`config.mk`:
```
export PLATFORM = sky130hd
export DESIGN_NAME = lcd_dot_timing_stat_irq_unit
export DESIGN_NICKNAME = d
export VERILOG_FILES = /design/src/sv/ldtsi_pkg.sv /design/src/sv/lcd_dot_timing_stat_irq_unit.sv
export SDC_FILE = /design/constraint.sdc
export NUM_CORES = 1
export LEC_CHECK = 0
export BUFFER_PORTS_ARGS = -buffer_cell sky130_fd_sc_hd__buf_2
export CORE_MARGIN = 1
export CORE_UTILIZATION = 51
export DETAILED_ROUTE_END_ITERATION = 10
export PLACE_DENSITY = 0.83
export SLEW_MARGIN = 0
export SYNTH_ARGS = -nofsm -noshare
export SYNTH_HDL_FRONTEND = slang
export SYNTH_SLANG_ARGS = --single-unit
export TNS_END_PERCENT = 100
```
`constraint.sdc`:
```
create_clock -name clk -period 3.1 [get_ports clk]
set_clock_uncertainty 0.2 [all_clocks]
set_input_delay 0.31 -clock clk [delete_from_list [all_inputs] [get_ports clk]]
set_output_delay 0.31 -clock clk [all_outputs]
set_load 0.02 [all_outputs]
```
`src/sv/ldtsi_pkg.sv`:
```
// Types and constants for the LCD dot timing and STAT interrupt unit
`default_nettype none

package ldtsi_pkg;

  // Frame geometry
  localparam logic [8:0] DOTS_PER_LINE   = 9'd456;
  localparam logic [7:0] LINES_PER_FRAME = 8'd154;
  localparam logic [7:0] VISIBLE_LINES   = 8'd144;
  localparam logic [8:0] OAM_END_DOT     = 9'd80;
  localparam logic [8:0] DRAW_END_DOT    = 9'd252;

  // Bits of the STAT source enable register
  localparam int STAT_EN_HBLANK = 0;
  localparam int STAT_EN_VBLANK = 1;
  localparam int STAT_EN_OAM    = 2;
  localparam int STAT_EN_LYC    = 3;

  // Video mode codes
  typedef enum logic [1:0] {
    MODE_HBLANK = 2'd0,
    MODE_VBLANK = 2'd1,
    MODE_OAM    = 2'd2,
    MODE_DRAW   = 2'd3
  } mode_t;

  // Register indexes on the configuration port
  typedef enum logic [1:0] {
    REG_WINDOW_ON   = 2'd0,
    REG_WINDOW_Y    = 2'd1,
    REG_LYC_COMPARE = 2'd2,
    REG_STAT_ENABLES = 2'd3
  } reg_idx_t;

  // One result per dot tick
  typedef struct packed {
    mode_t      video_mode;
    logic [7:0] line_number;
    logic [8:0] dot_number;
    logic       coincidence;
    logic       stat_irq;
    logic       vblank_irq;
    logic       hdma_request;
    logic [7:0] window_line;
    logic       window_line_active;
    logic [7:0] draw_x;
    logic       stat_flag_clear;
  } result_t;

endpackage

`default_nettype wire

```
`src/sv/lcd_dot_timing_stat_irq_unit.sv`:
```
// LCD dot timing, mode sequencing and STAT interrupt unit (top level)
// Each accepted request is one dot tick with the LCD enable bit; the unit
// answers every tick with one result (mode, LY, dot, LYC coincidence,
// interrupt pulses, window line counter, draw column). One tick is accepted
// every clock while item_stall is low: the dot/line counters and mode state
// update on each accepted tick and the result is registered. A two-entry
// output buffer (result register plus skid register) lets a new tick be
// accepted while a result waits; item_stall rises only once both are full.
// Configuration registers sit on the APB port at byte addresses 0, 4, 8
// and 12 and should be written only while no ticks are in flight.
`default_nettype none

module lcd_dot_timing_stat_irq_unit import ldtsi_pkg::*; (
  input  wire logic        clk,
  input  wire logic        rst,
  // APB configuration port
  input  wire logic        psel,
  input  wire logic        penable,
  input  wire logic        pwrite,
  input  wire logic [3:0]  paddr,
  input  wire logic [31:0] pwdata,
  output logic      [31:0] prdata,
  output logic             pready,
  // Dot tick requests
  input  wire logic        item_valid,
  output logic             item_stall,
  input  wire logic        lcd_on,
  // Results
  output logic             result_valid,
  input  wire logic        result_stall,
  output logic      [1:0]  video_mode,
  output logic      [7:0]  line_number,
  output logic      [8:0]  dot_number,
  output logic             coincidence,
  output logic             stat_irq,
  output logic             vblank_irq,
  output logic             hdma_request,
  output logic      [7:0]  window_line,
  output logic             window_line_active,
  output logic      [7:0]  draw_x,
  output logic             stat_flag_clear
);

  // Configuration registers
  logic       window_on;
  logic [7:0] window_y;
  logic [7:0] lyc_compare;
  logic [3:0] stat_enables;
  reg_idx_t   reg_idx;

  assign pready  = 1'b1;
  assign reg_idx = reg_idx_t'(paddr[3:2]);

  always_ff @(posedge clk) begin
    if (rst) begin
      window_on     <= 1'b0;
      window_y      <= 8'd0;
      lyc_compare   <= 8'd0;
      stat_enables  <= 4'd0;
    end else if (psel && penable && pwrite && pready) begin
      case (reg_idx)
        REG_WINDOW_ON:     window_on     <= pwdata[0];
        REG_WINDOW_Y:      window_y      <= pwdata[7:0];
        REG_LYC_COMPARE:   lyc_compare   <= pwdata[7:0];
        REG_STAT_ENABLES:  stat_enables  <= pwdata[3:0];
        default: ;
      endcase
    end
  end

  // Register read-back
  always_comb begin
    case (reg_idx)
      REG_WINDOW_ON:     prdata = {31'd0, window_on};
      REG_WINDOW_Y:      prdata = {24'd0, window_y};
      REG_LYC_COMPARE:   prdata = {24'd0, lyc_compare};
      REG_STAT_ENABLES:  prdata = {28'd0, stat_enables};
      default:           prdata = 32'd0;
    endcase
  end

  // Timing state
  logic [8:0] dot_count,       dot_count_next;
  logic [7:0] line_count,      line_count_next;
  mode_t      mode_reg,        mode_reg_next;
  logic       stat_line,       stat_line_next;
  logic       window_vertical, window_vertical_next;
  logic [7:0] window_counter,  window_counter_next;
  logic       hdma_done,       hdma_done_next;
  logic [7:0] pixel_x,         pixel_x_next;

  // Output buffer
  result_t out_q, skid_q, res;
  logic    out_valid, skid_valid;
  logic    item_accept, out_take;

  assign item_stall  = skid_valid;
  assign item_accept = item_valid && !item_stall;
  assign out_take    = out_valid && !result_stall;

  // Per-tick next state and result
  always_comb begin
    logic       visible;
    logic       sig;
    logic [7:0] px_base;

    dot_count_next       = dot_count;
    line_count_next      = line_count;
    mode_reg_next        = mode_reg;
    window_vertical_next = window_vertical;
    window_counter_next  = window_counter;
    hdma_done_next       = hdma_done;
    pixel_x_next         = pixel_x;
    stat_line_next       = stat_line;
    visible              = line_count < VISIBLE_LINES;
    sig                  = 1'b0;
    px_base              = (mode_reg != MODE_DRAW) ? 8'd0 : pixel_x;

    res                    = '0;
    res.coincidence        = (line_count == lyc_compare);
    res.line_number        = line_count;
    res.dot_number         = dot_count;

    if (!lcd_on) begin
      // Display held in reset
      dot_count_next       = 9'd0;
      line_count_next      = 8'd0;
      mode_reg_next        = MODE_HBLANK;
      window_vertical_next = 1'b0;
      window_counter_next  = 8'd0;
      hdma_done_next       = 1'b0;
      pixel_x_next         = 8'd0;
      stat_line_next       = 1'b0;
      res                  = '0;
      res.video_mode       = MODE_HBLANK;
      res.coincidence      = (lyc_compare == 8'd0);
      res.stat_flag_clear  = 1'b1;
    end else begin
      // Window line counter, updated at the start of each line
      if (dot_count == 9'd0) begin
        if (!window_on || !visible) begin
          window_vertical_next = 1'b0;
        end else if (line_count == window_y) begin
          window_vertical_next = 1'b1;
          window_counter_next  = 8'd0;
        end else if (window_vertical) begin
          window_counter_next  = window_counter + 8'd1;
        end
      end

      // Mode sequencing
      if (visible) begin
        if (dot_count < OAM_END_DOT) begin
          mode_reg_next = MODE_OAM;
        end else if (dot_count < DRAW_END_DOT) begin
          mode_reg_next = MODE_DRAW;
          res.draw_x    = px_base;
          pixel_x_next  = px_base + 8'd1;
        end else begin
          mode_reg_next = MODE_HBLANK;
          if (mode_reg != MODE_HBLANK) pixel_x_next = 8'd0;
          if (!hdma_done) begin
            res.hdma_request = 1'b1;
            hdma_done_next   = 1'b1;
          end
        end
      end else if (mode_reg != MODE_VBLANK) begin
        mode_reg_next       = MODE_VBLANK;
        window_counter_next = 8'd0;
        res.vblank_irq      = 1'b1;
      end

      // Combined STAT level and its rising edge
      sig = (stat_enables[STAT_EN_LYC]    && res.coincidence) ||
            (stat_enables[STAT_EN_OAM]    && mode_reg_next == MODE_OAM) ||
            (stat_enables[STAT_EN_VBLANK] && mode_reg_next == MODE_VBLANK) ||
            (stat_enables[STAT_EN_HBLANK] && mode_reg_next == MODE_HBLANK);
      res.stat_irq   = sig && !stat_line;
      stat_line_next = sig;

      res.video_mode         = mode_reg_next;
      res.window_line        = window_counter_next;
      res.window_line_active = window_vertical_next;

      // Dot and line advance
      if (dot_count >= DOTS_PER_LINE - 9'd1) begin
        dot_count_next  = 9'd0;
        hdma_done_next  = 1'b0;
        line_count_next = (line_count >= LINES_PER_FRAME - 8'd1) ? 8'd0
                                                                 : line_count + 8'd1;
      end else begin
        dot_count_next  = dot_count + 9'd1;
      end
    end
  end

  // State registers
  always_ff @(posedge clk) begin
    if (rst) begin
      dot_count       <= 9'd0;
      line_count      <= 8'd0;
      mode_reg        <= MODE_HBLANK;
      stat_line       <= 1'b0;
      window_vertical <= 1'b0;
      window_counter  <= 8'd0;
      hdma_done       <= 1'b0;
      pixel_x         <= 8'd0;
    end else if (item_accept) begin
      dot_count       <= dot_count_next;
      line_count      <= line_count_next;
      mode_reg        <= mode_reg_next;
      stat_line       <= stat_line_next;
      window_vertical <= window_vertical_next;
      window_counter  <= window_counter_next;
      hdma_done       <= hdma_done_next;
      pixel_x         <= pixel_x_next;
    end
  end

  // Output buffer control
  always_ff @(posedge clk) begin
    if (rst) begin
      out_valid  <= 1'b0;
      skid_valid <= 1'b0;
    end else if (out_take || !out_valid) begin
      if (skid_valid) begin
        out_valid  <= 1'b1;
        skid_valid <= 1'b0;
      end else begin
        out_valid  <= item_accept;
      end
    end else if (item_accept) begin
      skid_valid <= 1'b1;
    end
  end

  // Output buffer payload
  always_ff @(posedge clk) begin
    if (out_take || !out_valid) begin
      if (skid_valid) out_q <= skid_q;
      else if (item_accept) out_q <= res;
    end else if (item_accept) begin
      skid_q <= res;
    end
  end

  assign result_valid       = out_valid;
  assign video_mode         = out_q.video_mode;
  assign line_number        = out_q.line_number;
  assign dot_number         = out_q.dot_number;
  assign coincidence        = out_q.coincidence;
  assign stat_irq           = out_q.stat_irq;
  assign vblank_irq         = out_q.vblank_irq;
  assign hdma_request       = out_q.hdma_request;
  assign window_line        = out_q.window_line;
  assign window_line_active = out_q.window_line_active;
  assign draw_x             = out_q.draw_x;
  assign stat_flag_clear    = out_q.stat_flag_clear;

endmodule

`default_nettype wire

```
==> results.md, run 1 <==
* ANT nets after route at 0
* Total GRT Usage at 21.5%
* Clock insertion delay at the later pin of the skew report at 420 ps
* Initial antenna violation count at 0
* Area leader, netlist: edfxtp_1
* Share of cells above drive strength 1 at 24.0%
* Worst Slack Setup Final at 573 ps
* Most frequent cells in the layout: 82 x edfxtp_1, 71 x nor2_1, 68 x buf_2
* Distinct cells, synth at 80
* Final Cell Area at 8270 sq um
* Total number of vias at 5234
* Initial core utilization at 52.3%
* DRC viols at 0
* CP startpoint kind: register
* Non-Filler Instances at 942
* Tcrit/Tclk final at 81.5%
* Top reg by flops: skid_q
* Overall Power at 4.29 mW
* Dpl hpwl at 10200 um
* Number of synthesized flops with an enable pin at 82
* Clock buffer depth at 2
* Crit path required time at 3250 ps
* Area contributors post-synth: edfxtp_1 34%, dfxtp_1 17%, nor2_1 3.7%
* Setup-failing EPs final at 0
* Yosys reg bits at 143
* Max FO, Critical Path at 7
* First DRT Iteration DRCs at 416
* Asr flop ratio synth at 0%
* Placed inst area at 7640 sq um
* Syn Area/Cell at 10.7 sq um
* Via density at 5.56
* DIE HEIGHT at 121 um
* Final wirelength at 14900 um
* Ys Warns at 0
* Min Tclk post-route at 2530 ps
* Setup TNS at 0 ps
* Placed Cells incl. Taps at 902
* Status: complete, no violations
* Clock net sink count at 143
* Worst hold path class: input port to register
* Pre-CTS setup slack at 597 ps
* H-tree depth at 4
* Synthesized instance count at 678
* Fmax at 396 MHz
* Pin count of the biggest net entering global routing at 31
* Nets at 800
* Root buf cell: clkbuf_16
* Pwr Density at 519 nW/um^2
* Max-Cap Viols at 0
* Most used DFF post-synth: edfxtp_1
* Leak pwr at 3.06 nW
* Top-area cell type share of the netlist area at 33.9%
* CTS tree: yes
* Sequential area share after synthesis at 50.8%
* RSZ-0062 raised after global routing: no
* Path type of the worst setup path: register to register
* Die area at 14700 sq um
* N_diodes at 0
* Num CTS Buffers at 17
* Most common cell after layout, fill and taps aside: edfxtp_1
* Die X at 121 um
* Crit end category: register
* Hold Vio Cnt, Final at 0
* Max FFs per register at 41
* Slew headroom at 58.5%
* Initial DRT Pass Iterations at 5
* First-pass GRT wire length at 24400 um
* GPL Wtd Cong at 0.901
* Core Region at 13900 sq um
* Worst-path clk slew at 60 ps
* Synth Cell Area at 7250 sq um
* Grt total ovfl at 0
* Area Growth Syn to Fin at 14.1%
* Io pins at 120
* Drt wl/cell at 15.9 um
* Vias in the first global route at 4880
* PortBufs at 68
* Arrival @ worst endpoint at 2670 ps
* Max IR drop VDD at 0.296 mV
* Worst-margin pin slew at 622 ps
* Cell Rows at 43
* Pins over their slew limit at 0
==> layer usage <==
metal / wire, um / track usage, %
met1: 6520 / 27.1
met3: 745 / 4.14
met4: 341 / 9.18
met2: 7330 / 35.8
met5: 0 / 0
==> worst max-delay path, cell delays in order (launching register included) <==
cell      delay [ps]
dfxtp_1          510
inv_1            160
ha_1             200
nor3b_1          300
o211ai_1         190
nand3b_1         290
or4_1            430
a21oi_1          170
==> cells in the mapped netlist, types with 3 or more instances <==
cell type  instances
a21oi_1           24
a22o_1            10
a22oi_1            4
a31oi_1           12
a32oi_1            3
a41oi_1            3
and2_1            13
and2_4             6
buf_1              8
buf_2              8
buf_4             28
buf_6              6
clkbuf_1          12
clkbuf_8           3
dfxtp_1           61
edfxtp_1          82
ha_1               7
inv_1             18
mux2_2            24
mux2i_1           22
nand2_1           60
nand2b_1           7
nand3_1           17
nand4_1           12
nor2_1            72
nor2b_1            6
nor3_1            12
nor3_2             3
nor3b_1            4
nor4_4             3
o211ai_1           4
o21a_1             4
o21ai_0           17
o22ai_1            3
o31ai_1           11
or2_2              3
xnor2_1           18
xor2_1            11
==> area by class of cell <==
cell class,count,area [sq um]
Multi-Input combinational cell,473,3170
Tap cell,180,225
Inverter,20,75.1
Timing Repair Buffer,94,568
Fill cell,1135,5610
Clock buffer,19,443
Clock inverter,13,114
Sequential cell,143,3680
==> power breakdown <==
group / internal (mW) / total [mW] / switching, mW
Combinational: 0.0934 / 0.310 / 0.216
Clock: 1.12 / 1.90 / 0.783
Sequential: 2.06 / 2.08 / 0.0218
==> final timing paths <==
path / slack (ps) / endpoint / cells past startpoint / start
worst max-delay path: 570 / line_count[5] / 7 / line_count[1]
worst min-delay path: 50 / result_valid / 3 / item_valid
worst max register to register: 570 / line_count[5] / 7 / line_count[1]
worst min register to register: 280 / hdma_done / 2 / hdma_done
==> repair_timing <==
| action | 4_1_cts | 5_1_grt |
|---|---|---|
| hold buffers | 8 | 0 |
| endpoints found under the hold margin | 21 | 0 |
| buffers inserted | 0 | 0 |
| resized for setup | 0 | 0 |
==> kinds of logic after synthesis <==
family / count (synthesis) / synth area share, %
compound gates: 117 / 11.7
xor+xnor: 29 / 3.50
fa+ha+maj: 7 / 1.21
buf+inv: 85 / 7.02
flops: 143 / 50.8
mux: 48 / 7.28
other cells: 2 / 0.104
simple gates: 247 / 18.4
==> stage by stage <==
| stage | hold WS (ps) | utilization, % |
|---|---|---|
| after floorplan | 238 | - |
| after global placement | 256 | 55.0 |
| after detailed placement | 266 | 55.0 |
| after CTS | 49.3 | 59.6 |
| after global routing | 76.3 | 59.6 |
| final | 53.5 | 59.6 |
Power figures use the tool's default switching activity.
==> inputs of run 2 (changes only) <==
Settings changed: CORE_UTILIZATION 51 to 57, PLACE_DENSITY 0.83 to 0.88.
Clock period 3.1 ns to 2.47 ns, I/O delays scaled along.
==> run 2 against run 1 <==
Clock power increased by 31%. First-iteration DRC count increased by 4.8%. Utilization grew 9.1 points. Via count rose by 4.0%. Hold slack got worse by 16 ps. Non-clock buffer count rose by 13. Global-route usage is 3.9 points higher. Maximum frequency is 5.6% higher.
==> results.md, run 2 (synthesis results as in run 1) <==
* Filler cells at 926 (-18%)
* Nets at 813 (+1.6%)
* Sw Ratio at 22.3% (-1.5 points)
* Io pins at 120 (unchanged)
* Clock share of power at 45.2% (+0.8 points)
* Worst reg2reg path endpoint: stat_irq
* Non-Filler Instances at 943 (+0.11%)
* Drt wl/cell at 16.6 um (+4.5%)
* Arrival @ worst endpoint at 2390 ps (-280 ps)
* Root buf cell: clkbuf_16
* Area Growth Syn to Fin at 15.7%
* Flop pwr share at 47.6% (-0.8 points)
* First-pass GRT wire length at 25500 um (+4.7%)
* PortBufs at 68 (unchanged)
* First DRT Iteration DRCs at 436 (+4.8%)
* Fmax at 418 MHz (+5.6%)
* Path type of the worst setup path: register to register
* Vias in the first global route at 5225 (+7.1%)
* Min Tclk post-route at 2390 ps (-134 ps)
* Crit end category: register
* Final Cell Area at 8390 sq um (+1.4%)
* Die X at 115 um (-5.3%)
* CTS tree: yes
* Die area at 13200 sq um (-10%)
* Initial DRT Pass Iterations at 5 (unchanged)
* GPL Wtd Cong at 0.944 (+4.7%)
* Max IR drop VDD at 0.411 mV (+39%)
* Most frequent cells in the layout: 82 x edfxtp_1, 71 x nor2_1, 68 x buf_2
* Share of cells above drive strength 1 at 24.9% (+0.89 points)
* Top reg by flops: skid_q
* N_diodes at 0 (unchanged)
* Overall Power at 5.49 mW (+28%)
* Final wirelength at 15600 um (+4.7%)
* FF-to-FF setup slack at 80 ps (-500 ps)
* Status: complete, no violations
* Cell Rows at 40 (-7.0%)
* Pin count of the biggest net entering global routing at 42 (+35%)
* Combinational share of power at 7.2% (about the same)
* Setup-failing EPs final at 0 (unchanged)
* Clock net sink count at 143 (unchanged)
* DIE HEIGHT at 115 um (-5.3%)
* Dpl hpwl at 10600 um (+4.9%)
* Total GRT Usage at 25.4% (+3.9 points)
* H-tree depth at 4 (unchanged)
* Core Region at 12200 sq um (-12%)
* Pwr Density at 654 nW/um^2 (+26%)
* Internal power at 4.27 mW (+30%)
* Number of setup buffers added after CTS at 0 (unchanged)
* Worst-margin pin slew at 617 ps (-4.52 ps)
* Grt total ovfl at 0 (unchanged)
* ANT nets after route at 0 (unchanged)
* Pins over their slew limit at 0 (unchanged)
* Num CTS Buffers at 17 (unchanged)
* Placed inst area at 7710 sq um (+0.98%)
* Most common cell after layout, fill and taps aside: edfxtp_1
* Crit path required time at 2470 ps (-780 ps)
* RR Startpoint: dot_count[3]
* Clock buffer depth at 2 (unchanged)
* Placed Cells incl. Taps at 902 (unchanged)
* Clock insertion delay at the later pin of the skew report at 420 ps (about the same)
* Worst hold path class: input port to register
* Initial antenna violation count at 0 (unchanged)
* Total number of vias at 5445 (+4.0%)
* Max-Cap Viols at 0 (unchanged)
* Hold slack at 37.2 ps (-16.3 ps)
* R2R depth at 5 (-2)
* Worst-path clk slew at 60 ps (about the same)
* Initial core utilization at 59.4% (+7.1 points)
* Max FO, Critical Path at 7 (unchanged)
* Slew headroom at 58.5% (about the same)
* Leak pwr at 3.16 nW (+3.1%)
* Tcrit/Tclk final at 96.9% (+15 points)
* CP startpoint kind: register
* Psw at 1.22 mW (+20%)
* Via density at 5.77 (+3.9%)
* Hold Vio Cnt, Final at 0 (unchanged)
* CP startpoint: dot_count[3]
* Critical path capture point: stat_irq
* DRC viols at 0 (unchanged)
* Max FFs per register at 41 (unchanged)
==> run 2: cell count changes in the layout (fill, tap and decap cells not counted), sizes merged <==
cell,delta
buf,+12
bufinv,+1
clkbuf,+7
clkinv,-2
clkinvlp,-4
dlygate4sd3,+1
inv,-2
==> run 2: worst min path at each step <==
stage	from	end	slack, ps	cells after the start
6_report	rst	window_counter[6]	40	2
3_3_place_gp	hdma_done	hdma_done	260	2
5_1_grt	rst	line_count[0]	30	2
4_1_cts	rst	window_counter[6]	10	2
3_5_place_dp	hdma_done	hdma_done	260	2
2_1_floorplan	pwdata[0]	window_on	190	2
==> run 2: cell type report <==
cell class              instances  area, sq um  share of cell area [%]
flip-flops and latches        143         3680                    43.9
clock inverters                 6         82.6                   0.984
clock buffers                  26          489                    5.83
repair buffers                107          668                    7.96
well taps                     168          210                    2.50
inverters                      20         75.1                   0.895
multi-input cells             473         3180                    37.9
==> run 2: per-stage QoR <==
step	setup TNS (ps)	util, %	worst slack [ps]
final	0	68.7	77.0
after detailed placement	0	63.2	89.8
after floorplan	0	-	251
after global placement	0	63.2	177
after CTS	0	68.6	93.7
after global routing	-15.7	68.7	-15.7
==> run 2: power groups by stage <==
| stage | combinational [mW] | sequential [mW] | clock, mW |
|---|---|---|---|
| after detailed placement | 0.377 | 2.66 | 0 |
| final | 0.395 | 2.61 | 2.48 |
| after global routing | 0.426 | 2.62 | 2.61 |
| after CTS | 0.390 | 2.61 | 2.52 |
| after global placement | 0.368 | 2.65 | 0 |
| after floorplan | 0.237 | 2.71 | 0 |
==> run 2: metal layers <==
layer / vias to the layer above / routed length (um) / track usage (%)
li1: 2564 / - / -
met1: 2580 / 6550 / 31.3
met2: 253 / 7540 / 41.5
met3: 48 / 1050 / 6.43
met4: 0 / 489 / 13.1
met5: - / 0 / 0
==> run 2: repair_timing <==
item / 4_1_cts / 5_1_grt
endpoints found under the hold margin: 22 / 0
endpoints found under the setup margin: 0 / 9
hold buffers: 9 / 0
gates resized for setup: 0 / 4
==> run 2: worst max-delay path: stages (launching register included) <==
cell and delay [ps]:
dfxtp_1 540, nand3_2 170, o31ai_4 460, mux2i_1 330, nor2_1 110, o41ai_1 350
